===== config.mk =====
export PLATFORM = sky130hd
export DESIGN_NAME = business_day_date_adder
export DESIGN_NICKNAME = d
export VERILOG_FILES = /design/src/rtl/bdda_pkg.sv /design/src/rtl/business_day_date_adder.sv
export SDC_FILE = /design/constraint.sdc
export NUM_CORES = 1
export LEC_CHECK = 0
export ABC_AREA = 1
export BUFFER_PORTS_ARGS = -buffer_cell sky130_fd_sc_hd__buf_2
export CORE_MARGIN = 8
export CORE_UTILIZATION = 40
export CTS_CLUSTER_DIAMETER = 100
export DETAILED_ROUTE_END_ITERATION = 10
export SLEW_MARGIN = 20
export SYNTH_ARGS = -nofsm -noshare
export SYNTH_HDL_FRONTEND = slang
export SYNTH_SLANG_ARGS = --single-unit

===== constraint.sdc =====
create_clock -name clk -period 12.95 [get_ports clk]
set_input_delay 2.59 -clock clk [delete_from_list [all_inputs] [get_ports clk]]
set_output_delay 2.59 -clock clk [all_outputs]
set_load 0.01 [all_outputs]

===== src/rtl/bdda_pkg.sv =====
`default_nettype none

package bdda_pkg;

    localparam int DAYS_WIDTH_DEF = 10;

    localparam int YEAR_W  = 14;
    localparam int MONTH_W = 4;
    localparam int DAY_W   = 5;
    localparam int BDAYS_W = 10;
    localparam int WD_W    = 3;
    localparam int MODE_W  = 2;

    // remainder of the shared unit; below 400
    localparam int REM_W   = 10;
    // quotient of a 14-bit value by 7
    localparam int QUO_W   = 12;
    localparam int RECIP_W = 19;
    localparam int RECIP_SHIFT = 21;
    localparam int PROD_W  = YEAR_W + RECIP_W;
    localparam int QD_W    = QUO_W + REM_W;
    localparam int STEP_W  = 1;
    localparam logic [STEP_W-1:0] LAST_STEP = 1'b1;

    localparam logic [REM_W-1:0] DIV_400 = REM_W'(400);
    localparam logic [REM_W-1:0] DIV_7   = REM_W'(7);

    // ceil(2^21 / divisor): exact floor quotient for any 14-bit dividend
    localparam logic [RECIP_W-1:0] RECIP_400 = RECIP_W'(5243);
    localparam logic [RECIP_W-1:0] RECIP_7   = RECIP_W'(299594);

    // weekend_mode codes
    localparam logic [MODE_W-1:0] WEEKEND_FRI = 2'd0;
    localparam logic [MODE_W-1:0] WEEKEND_SAT = 2'd1;
    localparam logic [MODE_W-1:0] WEEKEND_BOTH = 2'd2;

    // day of week codes
    localparam logic [WD_W-1:0] SUNDAY   = 3'd0;
    localparam logic [WD_W-1:0] FRIDAY   = 3'd5;
    localparam logic [WD_W-1:0] SATURDAY = 3'd6;

    localparam logic [MONTH_W-1:0] JANUARY  = 4'd1;
    localparam logic [MONTH_W-1:0] FEBRUARY = 4'd2;
    localparam logic [MONTH_W-1:0] DECEMBER = 4'd12;

    typedef enum logic [2:0] {
        ST_IDLE,
        ST_DIV400,
        ST_CHECK,
        ST_MOD7,
        ST_WALK,
        ST_FINISH
    } state_t;

    function automatic logic [DAY_W-1:0] month_days(input logic [MONTH_W-1:0] m,
                                                    input logic leap);
        logic [DAY_W-1:0] r;
        case (m)
            4'd2:                   r = leap ? 5'd29 : 5'd28;
            4'd4, 4'd6, 4'd9, 4'd11: r = 5'd30;
            default:                r = 5'd31;
        endcase
        return r;
    endfunction

    // (31 * mm) / 12 for mm in 1..12
    function automatic logic [DAY_W-1:0] month_term(input logic [MONTH_W-1:0] mm);
        logic [DAY_W-1:0] r;
        case (mm)
            4'd1:    r = 5'd2;
            4'd2:    r = 5'd5;
            4'd3:    r = 5'd7;
            4'd4:    r = 5'd10;
            4'd5:    r = 5'd12;
            4'd6:    r = 5'd15;
            4'd7:    r = 5'd18;
            4'd8:    r = 5'd20;
            4'd9:    r = 5'd23;
            4'd10:   r = 5'd25;
            4'd11:   r = 5'd28;
            4'd12:   r = 5'd31;
            default: r = 5'd0;
        endcase
        return r;
    endfunction

    // yy / 100 for yy below 800
    function automatic logic [2:0] div100(input logic [REM_W-1:0] yy);
        logic [2:0] q;
        if (yy >= 10'd700)      q = 3'd7;
        else if (yy >= 10'd600) q = 3'd6;
        else if (yy >= 10'd500) q = 3'd5;
        else if (yy >= 10'd400) q = 3'd4;
        else if (yy >= 10'd300) q = 3'd3;
        else if (yy >= 10'd200) q = 3'd2;
        else if (yy >= 10'd100) q = 3'd1;
        else                    q = 3'd0;
        return q;
    endfunction

    function automatic logic is_weekend(input logic [MODE_W-1:0] mode,
                                        input logic [WD_W-1:0] wd);
        logic r;
        case (mode)
            WEEKEND_FRI: r = (wd == FRIDAY);
            WEEKEND_SAT: r = (wd == SATURDAY);
            default:     r = (wd == FRIDAY) || (wd == SATURDAY);
        endcase
        return r;
    endfunction

endpackage

`default_nettype wire


===== src/rtl/business_day_date_adder.sv =====
`default_nettype none

// Sequence: year mod 400 by the shared remainder unit, check, weekday sum mod 7 by
// the same unit, then one calendar day walked per cycle until the business days are
// used up and no weekend remains; the result loads in the finish state once the
// output register is free. A bad date goes from check straight to the finish state.
// One transaction at a time: the shared remainder unit and the day stepper are busy.
// Reset (rst_n low, async): idle, no result pending, weekend_mode = 2.

module business_day_date_adder
    import bdda_pkg::*;
#(
    parameter int DAYS_WIDTH = DAYS_WIDTH_DEF
)
(
    input  wire logic        clk,
    input  wire logic        rst_n,

    // input stream
    input  wire logic        s_axis_tvalid,
    output logic             s_axis_tready,
    // [13:0] start_year, [17:14] start_month, [22:18] start_day,
    // [32:23] business_days, [39:33] zero
    input  wire logic [39:0] s_axis_tdata,

    // result stream
    output logic             m_axis_tvalid,
    input  wire logic        m_axis_tready,
    // [13:0] return_year, [17:14] return_month, [22:18] return_day,
    // [25:23] weekday, [26] bad_date, [31:27] zero
    output logic [31:0]      m_axis_tdata,

    // configuration
    input  wire logic        psel,
    input  wire logic        penable,
    input  wire logic        pwrite,
    input  wire logic [2:0]  paddr,
    input  wire logic [31:0] pwdata,
    output logic [31:0]      prdata,
    output logic             pready
);

    // ------------------------------------------------------------------
    // Configuration register
    // ------------------------------------------------------------------
    logic [MODE_W-1:0] mode_reg;
    logic              cfg_hit;

    assign pready  = 1'b1;
    assign cfg_hit = (paddr[2] == 1'b0);
    assign prdata  = cfg_hit ? {30'd0, mode_reg} : 32'd0;

    always_ff @(posedge clk or negedge rst_n)
    begin
        if (!rst_n)
        begin
            mode_reg <= WEEKEND_BOTH;
        end
        else if (psel && penable && pwrite && pready && cfg_hit)
        begin
            mode_reg <= pwdata[MODE_W-1:0];
        end
    end

    // ------------------------------------------------------------------
    // Input field split
    // ------------------------------------------------------------------
    logic [YEAR_W-1:0]  in_year;
    logic [MONTH_W-1:0] in_month;
    logic [DAY_W-1:0]   in_day;
    logic [BDAYS_W-1:0] in_bdays;

    assign in_year  = s_axis_tdata[13:0];
    assign in_month = s_axis_tdata[17:14];
    assign in_day   = s_axis_tdata[22:18];
    assign in_bdays = s_axis_tdata[32:23];

    // ------------------------------------------------------------------
    // Registers
    // ------------------------------------------------------------------
    state_t              state_reg, state_next;
    logic [YEAR_W-1:0]   y_reg, y_next;
    logic [MONTH_W-1:0]  m_reg, m_next;
    logic [DAY_W-1:0]    d_reg, d_next;
    logic [DAYS_WIDTH-1:0] n_reg, n_next;
    logic [WD_W-1:0]     wd_reg, wd_next;
    logic [8:0]          r400_reg, r400_next;     // year mod 400
    logic [6:0]          r100_reg, r100_next;     // year mod 100
    logic                bad_reg, bad_next;

    // shared remainder unit: quotient estimate, then remainder
    logic [REM_W-1:0]    rem_reg, rem_next;
    logic [YEAR_W-1:0]   dvd_reg, dvd_next;
    logic [QUO_W-1:0]    quo_reg, quo_next;
    logic [STEP_W-1:0]   cnt_reg, cnt_next;

    logic                out_valid_reg, out_valid_next;
    logic [YEAR_W-1:0]   out_y_reg, out_y_next;
    logic [MONTH_W-1:0]  out_m_reg, out_m_next;
    logic [DAY_W-1:0]    out_d_reg, out_d_next;
    logic [WD_W-1:0]     out_wd_reg, out_wd_next;
    logic                out_bad_reg, out_bad_next;

    always_ff @(posedge clk or negedge rst_n)
    begin
        if (!rst_n)
        begin
            state_reg     <= ST_IDLE;
            out_valid_reg <= 1'b0;
        end
        else
        begin
            state_reg     <= state_next;
            out_valid_reg <= out_valid_next;
        end
    end

    always_ff @(posedge clk)
    begin
        y_reg       <= y_next;
        m_reg       <= m_next;
        d_reg       <= d_next;
        n_reg       <= n_next;
        wd_reg      <= wd_next;
        r400_reg    <= r400_next;
        r100_reg    <= r100_next;
        bad_reg     <= bad_next;
        rem_reg     <= rem_next;
        dvd_reg     <= dvd_next;
        quo_reg     <= quo_next;
        cnt_reg     <= cnt_next;
        out_y_reg   <= out_y_next;
        out_m_reg   <= out_m_next;
        out_d_reg   <= out_d_next;
        out_wd_reg  <= out_wd_next;
        out_bad_reg <= out_bad_next;
    end

    // ------------------------------------------------------------------
    // Shared remainder unit: divisor 400 for the year, 7 for the weekday.
    // First step: quotient by reciprocal multiply. Second: dividend minus
    // quotient times divisor.
    // ------------------------------------------------------------------
    logic [REM_W-1:0]   divisor;
    logic [RECIP_W-1:0] recip;
    logic [PROD_W-1:0]  product;
    logic [QUO_W-1:0]   quo_est;
    logic [QD_W-1:0]    quo_mul;
    logic [YEAR_W-1:0]  rem_full;
    logic [REM_W-1:0]   rem_step;

    assign divisor  = (state_reg == ST_MOD7) ? DIV_7 : DIV_400;
    assign recip    = (state_reg == ST_MOD7) ? RECIP_7 : RECIP_400;
    assign product  = PROD_W'(dvd_reg) * PROD_W'(recip);
    assign quo_est  = product[RECIP_SHIFT +: QUO_W];
    assign quo_mul  = QD_W'(quo_reg) * QD_W'(divisor);
    assign rem_full = dvd_reg - quo_mul[YEAR_W-1:0];
    assign rem_step = rem_full[REM_W-1:0];

    // ------------------------------------------------------------------
    // Check stage: leap year, range check and weekday sum.
    // Day of week repeats every 400 years, so year mod 400 stands in for
    // the year; the sum is reduced mod 7 by the shared unit afterwards.
    // ------------------------------------------------------------------
    logic [8:0]       c_r400;
    logic [6:0]       c_r100;
    logic             c_leap;
    logic [DAY_W-1:0] c_dim;
    logic             c_bad;
    logic             c_early;          // January or February
    logic [REM_W-1:0] c_yy;
    logic [MONTH_W-1:0] c_mm;
    logic [10:0]      c_sum;

    always_comb
    begin
        c_r400 = rem_reg[8:0];
        if (c_r400 >= 9'd300)      c_r100 = 7'(c_r400 - 9'd300);
        else if (c_r400 >= 9'd200) c_r100 = 7'(c_r400 - 9'd200);
        else if (c_r400 >= 9'd100) c_r100 = 7'(c_r400 - 9'd100);
        else                       c_r100 = c_r400[6:0];
        c_leap  = ((y_reg[1:0] == 2'd0) && (c_r100 != 7'd0)) || (c_r400 == 9'd0);
        c_dim   = month_days(m_reg, c_leap);
        c_bad   = !(m_reg inside {[JANUARY:DECEMBER]}) || (d_reg == '0) || (d_reg > c_dim);
        c_early = (m_reg <= FEBRUARY);
        c_yy    = REM_W'(c_r400) + DIV_400 - REM_W'(c_early);
        c_mm    = c_early ? MONTH_W'(m_reg + 4'd10) : MONTH_W'(m_reg - 4'd2);
        c_sum   = 11'(d_reg) + 11'(c_yy) + 11'(c_yy >> 2) + 11'(c_yy >= DIV_400)
                + 11'(month_term(c_mm)) - 11'(div100(c_yy));
    end

    // ------------------------------------------------------------------
    // Walk stage: one calendar day per cycle
    // ------------------------------------------------------------------
    logic             w_leap;
    logic [DAY_W-1:0] w_dim;
    logic             w_weekend;

    assign w_leap    = ((y_reg[1:0] == 2'd0) && (r100_reg != 7'd0)) || (r400_reg == 9'd0);
    assign w_dim     = month_days(m_reg, w_leap);
    assign w_weekend = is_weekend(mode_reg, wd_reg);

    // ------------------------------------------------------------------
    // Sequencer
    // ------------------------------------------------------------------
    always_comb
    begin
        state_next     = state_reg;
        y_next         = y_reg;
        m_next         = m_reg;
        d_next         = d_reg;
        n_next         = n_reg;
        wd_next        = wd_reg;
        r400_next      = r400_reg;
        r100_next      = r100_reg;
        bad_next       = bad_reg;
        rem_next       = rem_reg;
        dvd_next       = dvd_reg;
        quo_next       = quo_reg;
        cnt_next       = cnt_reg;
        out_valid_next = out_valid_reg && !m_axis_tready;
        out_y_next     = out_y_reg;
        out_m_next     = out_m_reg;
        out_d_next     = out_d_reg;
        out_wd_next    = out_wd_reg;
        out_bad_next   = out_bad_reg;

        case (state_reg)
            ST_IDLE:
            begin
                if (s_axis_tvalid)
                begin
                    y_next     = in_year;
                    m_next     = in_month;
                    d_next     = in_day;
                    n_next     = DAYS_WIDTH'(in_bdays);
                    rem_next   = '0;
                    dvd_next   = in_year;
                    cnt_next   = '0;
                    state_next = ST_DIV400;
                end
            end

            ST_DIV400, ST_MOD7:
            begin
                quo_next = quo_est;
                cnt_next = cnt_reg + 1'b1;
                if (cnt_reg == LAST_STEP)
                begin
                    rem_next = rem_step;
                    if (state_reg == ST_DIV400)
                    begin
                        state_next = ST_CHECK;
                    end
                    else
                    begin
                        wd_next    = rem_step[WD_W-1:0];
                        state_next = ST_WALK;
                    end
                end
            end

            ST_CHECK:
            begin
                r400_next = c_r400;
                r100_next = c_r100;
                bad_next  = c_bad;
                if (c_bad)
                begin
                    wd_next    = SUNDAY;
                    state_next = ST_FINISH;
                end
                else
                begin
                    rem_next   = '0;
                    dvd_next   = YEAR_W'(c_sum);
                    cnt_next   = '0;
                    state_next = ST_MOD7;
                end
            end

            ST_WALK:
            begin
                if ((n_reg != '0) || w_weekend)
                begin
                    if ((n_reg != '0) && !w_weekend)
                    begin
                        n_next = n_reg - 1'b1;
                    end
                    wd_next = (wd_reg == SATURDAY) ? SUNDAY : WD_W'(wd_reg + 3'd1);
                    if (d_reg == w_dim)
                    begin
                        d_next = DAY_W'(1);
                        if (m_reg == DECEMBER)
                        begin
                            m_next    = JANUARY;
                            y_next    = y_reg + 1'b1;
                            r400_next = (r400_reg == 9'd399) ? 9'd0 : r400_reg + 9'd1;
                            r100_next = (r100_reg == 7'd99) ? 7'd0 : r100_reg + 7'd1;
                        end
                        else
                        begin
                            m_next = m_reg + 1'b1;
                        end
                    end
                    else
                    begin
                        d_next = d_reg + 1'b1;
                    end
                end
                else
                begin
                    state_next = ST_FINISH;
                end
            end

            ST_FINISH:
            begin
                if (!out_valid_reg || m_axis_tready)
                begin
                    out_valid_next = 1'b1;
                    out_y_next     = y_reg;
                    out_m_next     = m_reg;
                    out_d_next     = d_reg;
                    out_wd_next    = wd_reg;
                    out_bad_next   = bad_reg;
                    state_next     = ST_IDLE;
                end
            end

            default:
            begin
                state_next = ST_IDLE;
            end
        endcase
    end

    assign s_axis_tready = (state_reg == ST_IDLE);
    assign m_axis_tvalid = out_valid_reg;
    assign m_axis_tdata  = {5'd0, out_bad_reg, out_wd_reg, out_d_reg, out_m_reg, out_y_reg};

endmodule

`default_nettype wire

==> results.toml <==
[job]
maxCapViolCount = 0

[global_routing]
grt_max_degree = 51
antenna_found_initial = 0
grt_overflow_total = 0
grt_pass1_wl_um = 57600
grt_usage = 0.171
grt_pass1_vias = 11200

[worst_setup_path]
critPathCaptureType = "flip-flop"
critPathKind = "reg -> reg"
cpLargestDelayFamily = "adder cells"
crit_required_ns = 13.14
cp_cell_sequence = "inv_2 > nor2_4 > nand2_2 > inv_4 > nor2_1 > fa_1 > fa_1 > fa_1 > fa_1 > fa_1 > fa_1 > ha_1 > nand2_1 > nand2_1 > a31oi_1 > o21ai_0 > a221oi_1 > nand2_1 > nand2_1 > nand2_1"
startpoint_type = "flip-flop"
cpPeakStageDelay_ns = 0.56
worstPathArrival_ns = 7.12
cp_common_cell = "fa_1"
path_buf_inv = 2
crit_fanout = 25
cp_slowest_cell = "dfrtp_1"

[finish]
antenna_cells = 0
multi_input_area_um2 = 9350
fillers = 3468
register_area_um2 = 3540
syn2layout_area_growth_pct = 9.63
layout.nets = 2172
drive_gt1_frac = 0.0813
fin_cells = 2232

[floorplan]
io-pin-count = 149
core-area_um2 = 35400
die-area_um2 = 42100
die_h_um = 205
fp-row-count = 69
die_w_um = 205
start_util = 0.404

[cts]
clkTransAtPathRegs_ns = 0.07
holdBufCountCts = 0
cts_buffers = 17
post-cts-setup-buffers = 0
cts-resized-gates = 0
cts_max_path_buffers = 2
cts_root_buf = "clkbuf_16"
clk_latency_ns = 0.44
cts_tree = "built"
h-tree-depth = 4
cts_sinks = 119

[placement]
numPortBuffers = 73
dpl.hpwl_um = 28600
post-place-ws_ns = 6.02
place_congestion = 0.968
placed_cells = 2200

[sta]
hold_viol_final = 0
setup_ws_ns = 6.02
setup_violations = 0
tightest_slew_ns = 1.03
max_slew_margin = 0.314
post-route-min-period_ns = 6.93
skew_ns = 0.0131
rsz0062_at_grt = "false"
slew_violations = 0
max_freq_mhz = 144
tns_ns = 0
finalCritPeriodShare = 0.535

[logic_synthesis]
synth_compound_area_frac = 0.0820
synth_seq_cells = 119
synth_area_leaders = "edfxtp_1, ha_1, fa_1"
synth_top_area_share = 0.237
synthAdderAreaFrac = 0.353
ys_warn_count = 0
synthArstFlopShare = 0.0504
synthSimpleGateAreaFrac = 0.166
synth_top_family_by_area = "adder cells"
synth_cells = 1673
synth_top_cell_by_area = "edfxtp_1"
synth_flop_cell = "edfxtp_1"
synth_xor_area_frac = 0.0396
synth_mux_area_frac = 0.000699
ys_seq_area_frac = 0.248
synth-edff-count = 113
yosysUniqueCellTypes = 54
netlist_area_um2 = 14300
syn_avg_cell_area_um2 = 8.55

[routing]
route.detailed.drc = 0
drtAntennaViolNets = 0
dr.pass1.iters = 5
wl_per_cell_um = 15.7
vias = 11000
routed_wl_um = 35000
via_per_inst = 4.95
drt_iter0_drc = 544

[min_path]
hold_class = "reg -> reg"

[run_status]
status = "finished clean"
==> area by class of cell <==
cell class	count	share of cell area
Multi-Input combinational cell	1214	0.596
Sequential cell	119	0.226
Inverter	328	0.0786
Clock inverter	15	0.00973
Timing Repair Buffer	78	0.0257
Clock buffer	17	0.0271
Tap cell	461	0.0368
==> worst register-to-register path, cell delays in order (launching register included) <==
cell      delay [ns]
dfrtp_1         0.56
inv_2           0.08
nor2_4          0.43
nand2_2         0.50
inv_4           0.44
nor2_1          0.18
fa_1            0.45
fa_1            0.53
fa_1            0.54
fa_1            0.52
fa_1            0.53
fa_1            0.49
ha_1            0.35
nand2_1         0.08
nand2_1         0.06
a31oi_1         0.18
o21ai_0         0.20
a221oi_1        0.37
nand2_1         0.09
nand2_1         0.06
nand2_1         0.06
==> worst paths after layout <==
path | startpoint | to | cells after the start | slack [ns]
worst max-delay path | state_reg[0] | quo_reg[8] | 20 | 6.02
worst min-delay path | bad_reg | out_bad_reg | 0 | 0.45
worst max register to register | state_reg[0] | quo_reg[8] | 20 | 6.02
worst min register to register | bad_reg | out_bad_reg | 0 | 0.45
max in group asynchronous | rst_n | mode_reg[1] | 1 | 10.73
min in group asynchronous | rst_n | mode_reg[0] | 1 | 1.98
==> layout by cell type (no fill, tap or decap), drive strengths merged, types with 2 or more instances in the layout <==
master,Yosys,layout
ha,213,213
nand2,289,289
xor2,40,40
a31oi,10,10
o21ai,93,93
o21bai,5,5
buf,45,78
a211oi,2,2
nand3,61,61
clkinv,0,3
nor4,4,4
a221oi,3,3
o22ai,13,13
xnor2,23,23
nand3b,5,5
fa,119,119
edfxtp,113,113
clkinvlp,0,3
or2,6,6
inv,328,337
nor3,21,21
conb,2,45
nor2,165,165
o31ai,4,4
nand4,15,15
a21boi,2,2
o211ai,4,4
dfrtp,5,5
a21o,4,4
a21oi,59,59
clkbuf,10,17
==> cells in the mapped netlist (2+ instances only) <==
cell and instances:
a21o_1 4, a221oi_1 3, a211oi_1 2, buf_4 39
o31ai_1 4, inv_1 322, dfrtp_1 5, o21ai_0 87
o21ai_2 5, xor2_2 2, nor3_2 3, inv_2 5
conb_1 2, nor2_1 162, nor3_1 18, buf_1 2
or2_1 3, xor2_1 38, nor2_4 2, nand2_2 4
nand3_1 60, nand2_1 285, nor4_1 3, a31oi_1 10
o21bai_1 5, o22ai_1 13, xnor2_1 23, nand4_1 15
a21boi_0 2, clkbuf_1 10, fa_1 119, a21oi_1 58
nand3b_1 5, ha_1 213, edfxtp_1 113, or2_2 3
buf_2 4, o211ai_1 4
==> per-layer routing <==
metal	wire, µm	track usage	part of all wire	vias up
met5	0	0	0	-
met4	756	0.0518	0.022	0
li1	-	-	-	5488
met2	16600	0.279	0.47	218
met3	1160	0.0204	0.033	58
met1	16500	0.236	0.47	5277
==> stage by stage <==
stage / area (µm²) / utilization / hold WS [ns]
after detailed placement: 15100 / 0.427 / 0.428
after CTS: 15700 / 0.443 / 0.445
after floorplan: 14500 / - / 0.400
final: 15700 / 0.443 / 0.446
after global placement: 15100 / 0.427 / 0.404
after global routing: 15700 / 0.443 / 0.452
==> logic make-up (layout without fill, tap and decap cells) <==
logic type,Yosys count,in the layout
AOI/OAI and AO/OA,206,206
xor gates and xnor gates,63,63
adders and majority gates,332,332
buffers and inverters,383,438
DFF,119,119
muxes,1,1
other,2,45
and+or+nand+nor,567,567
Power is not shown: default switching activity piles up to over one toggle a cycle in this logic, so the estimate is an artifact.
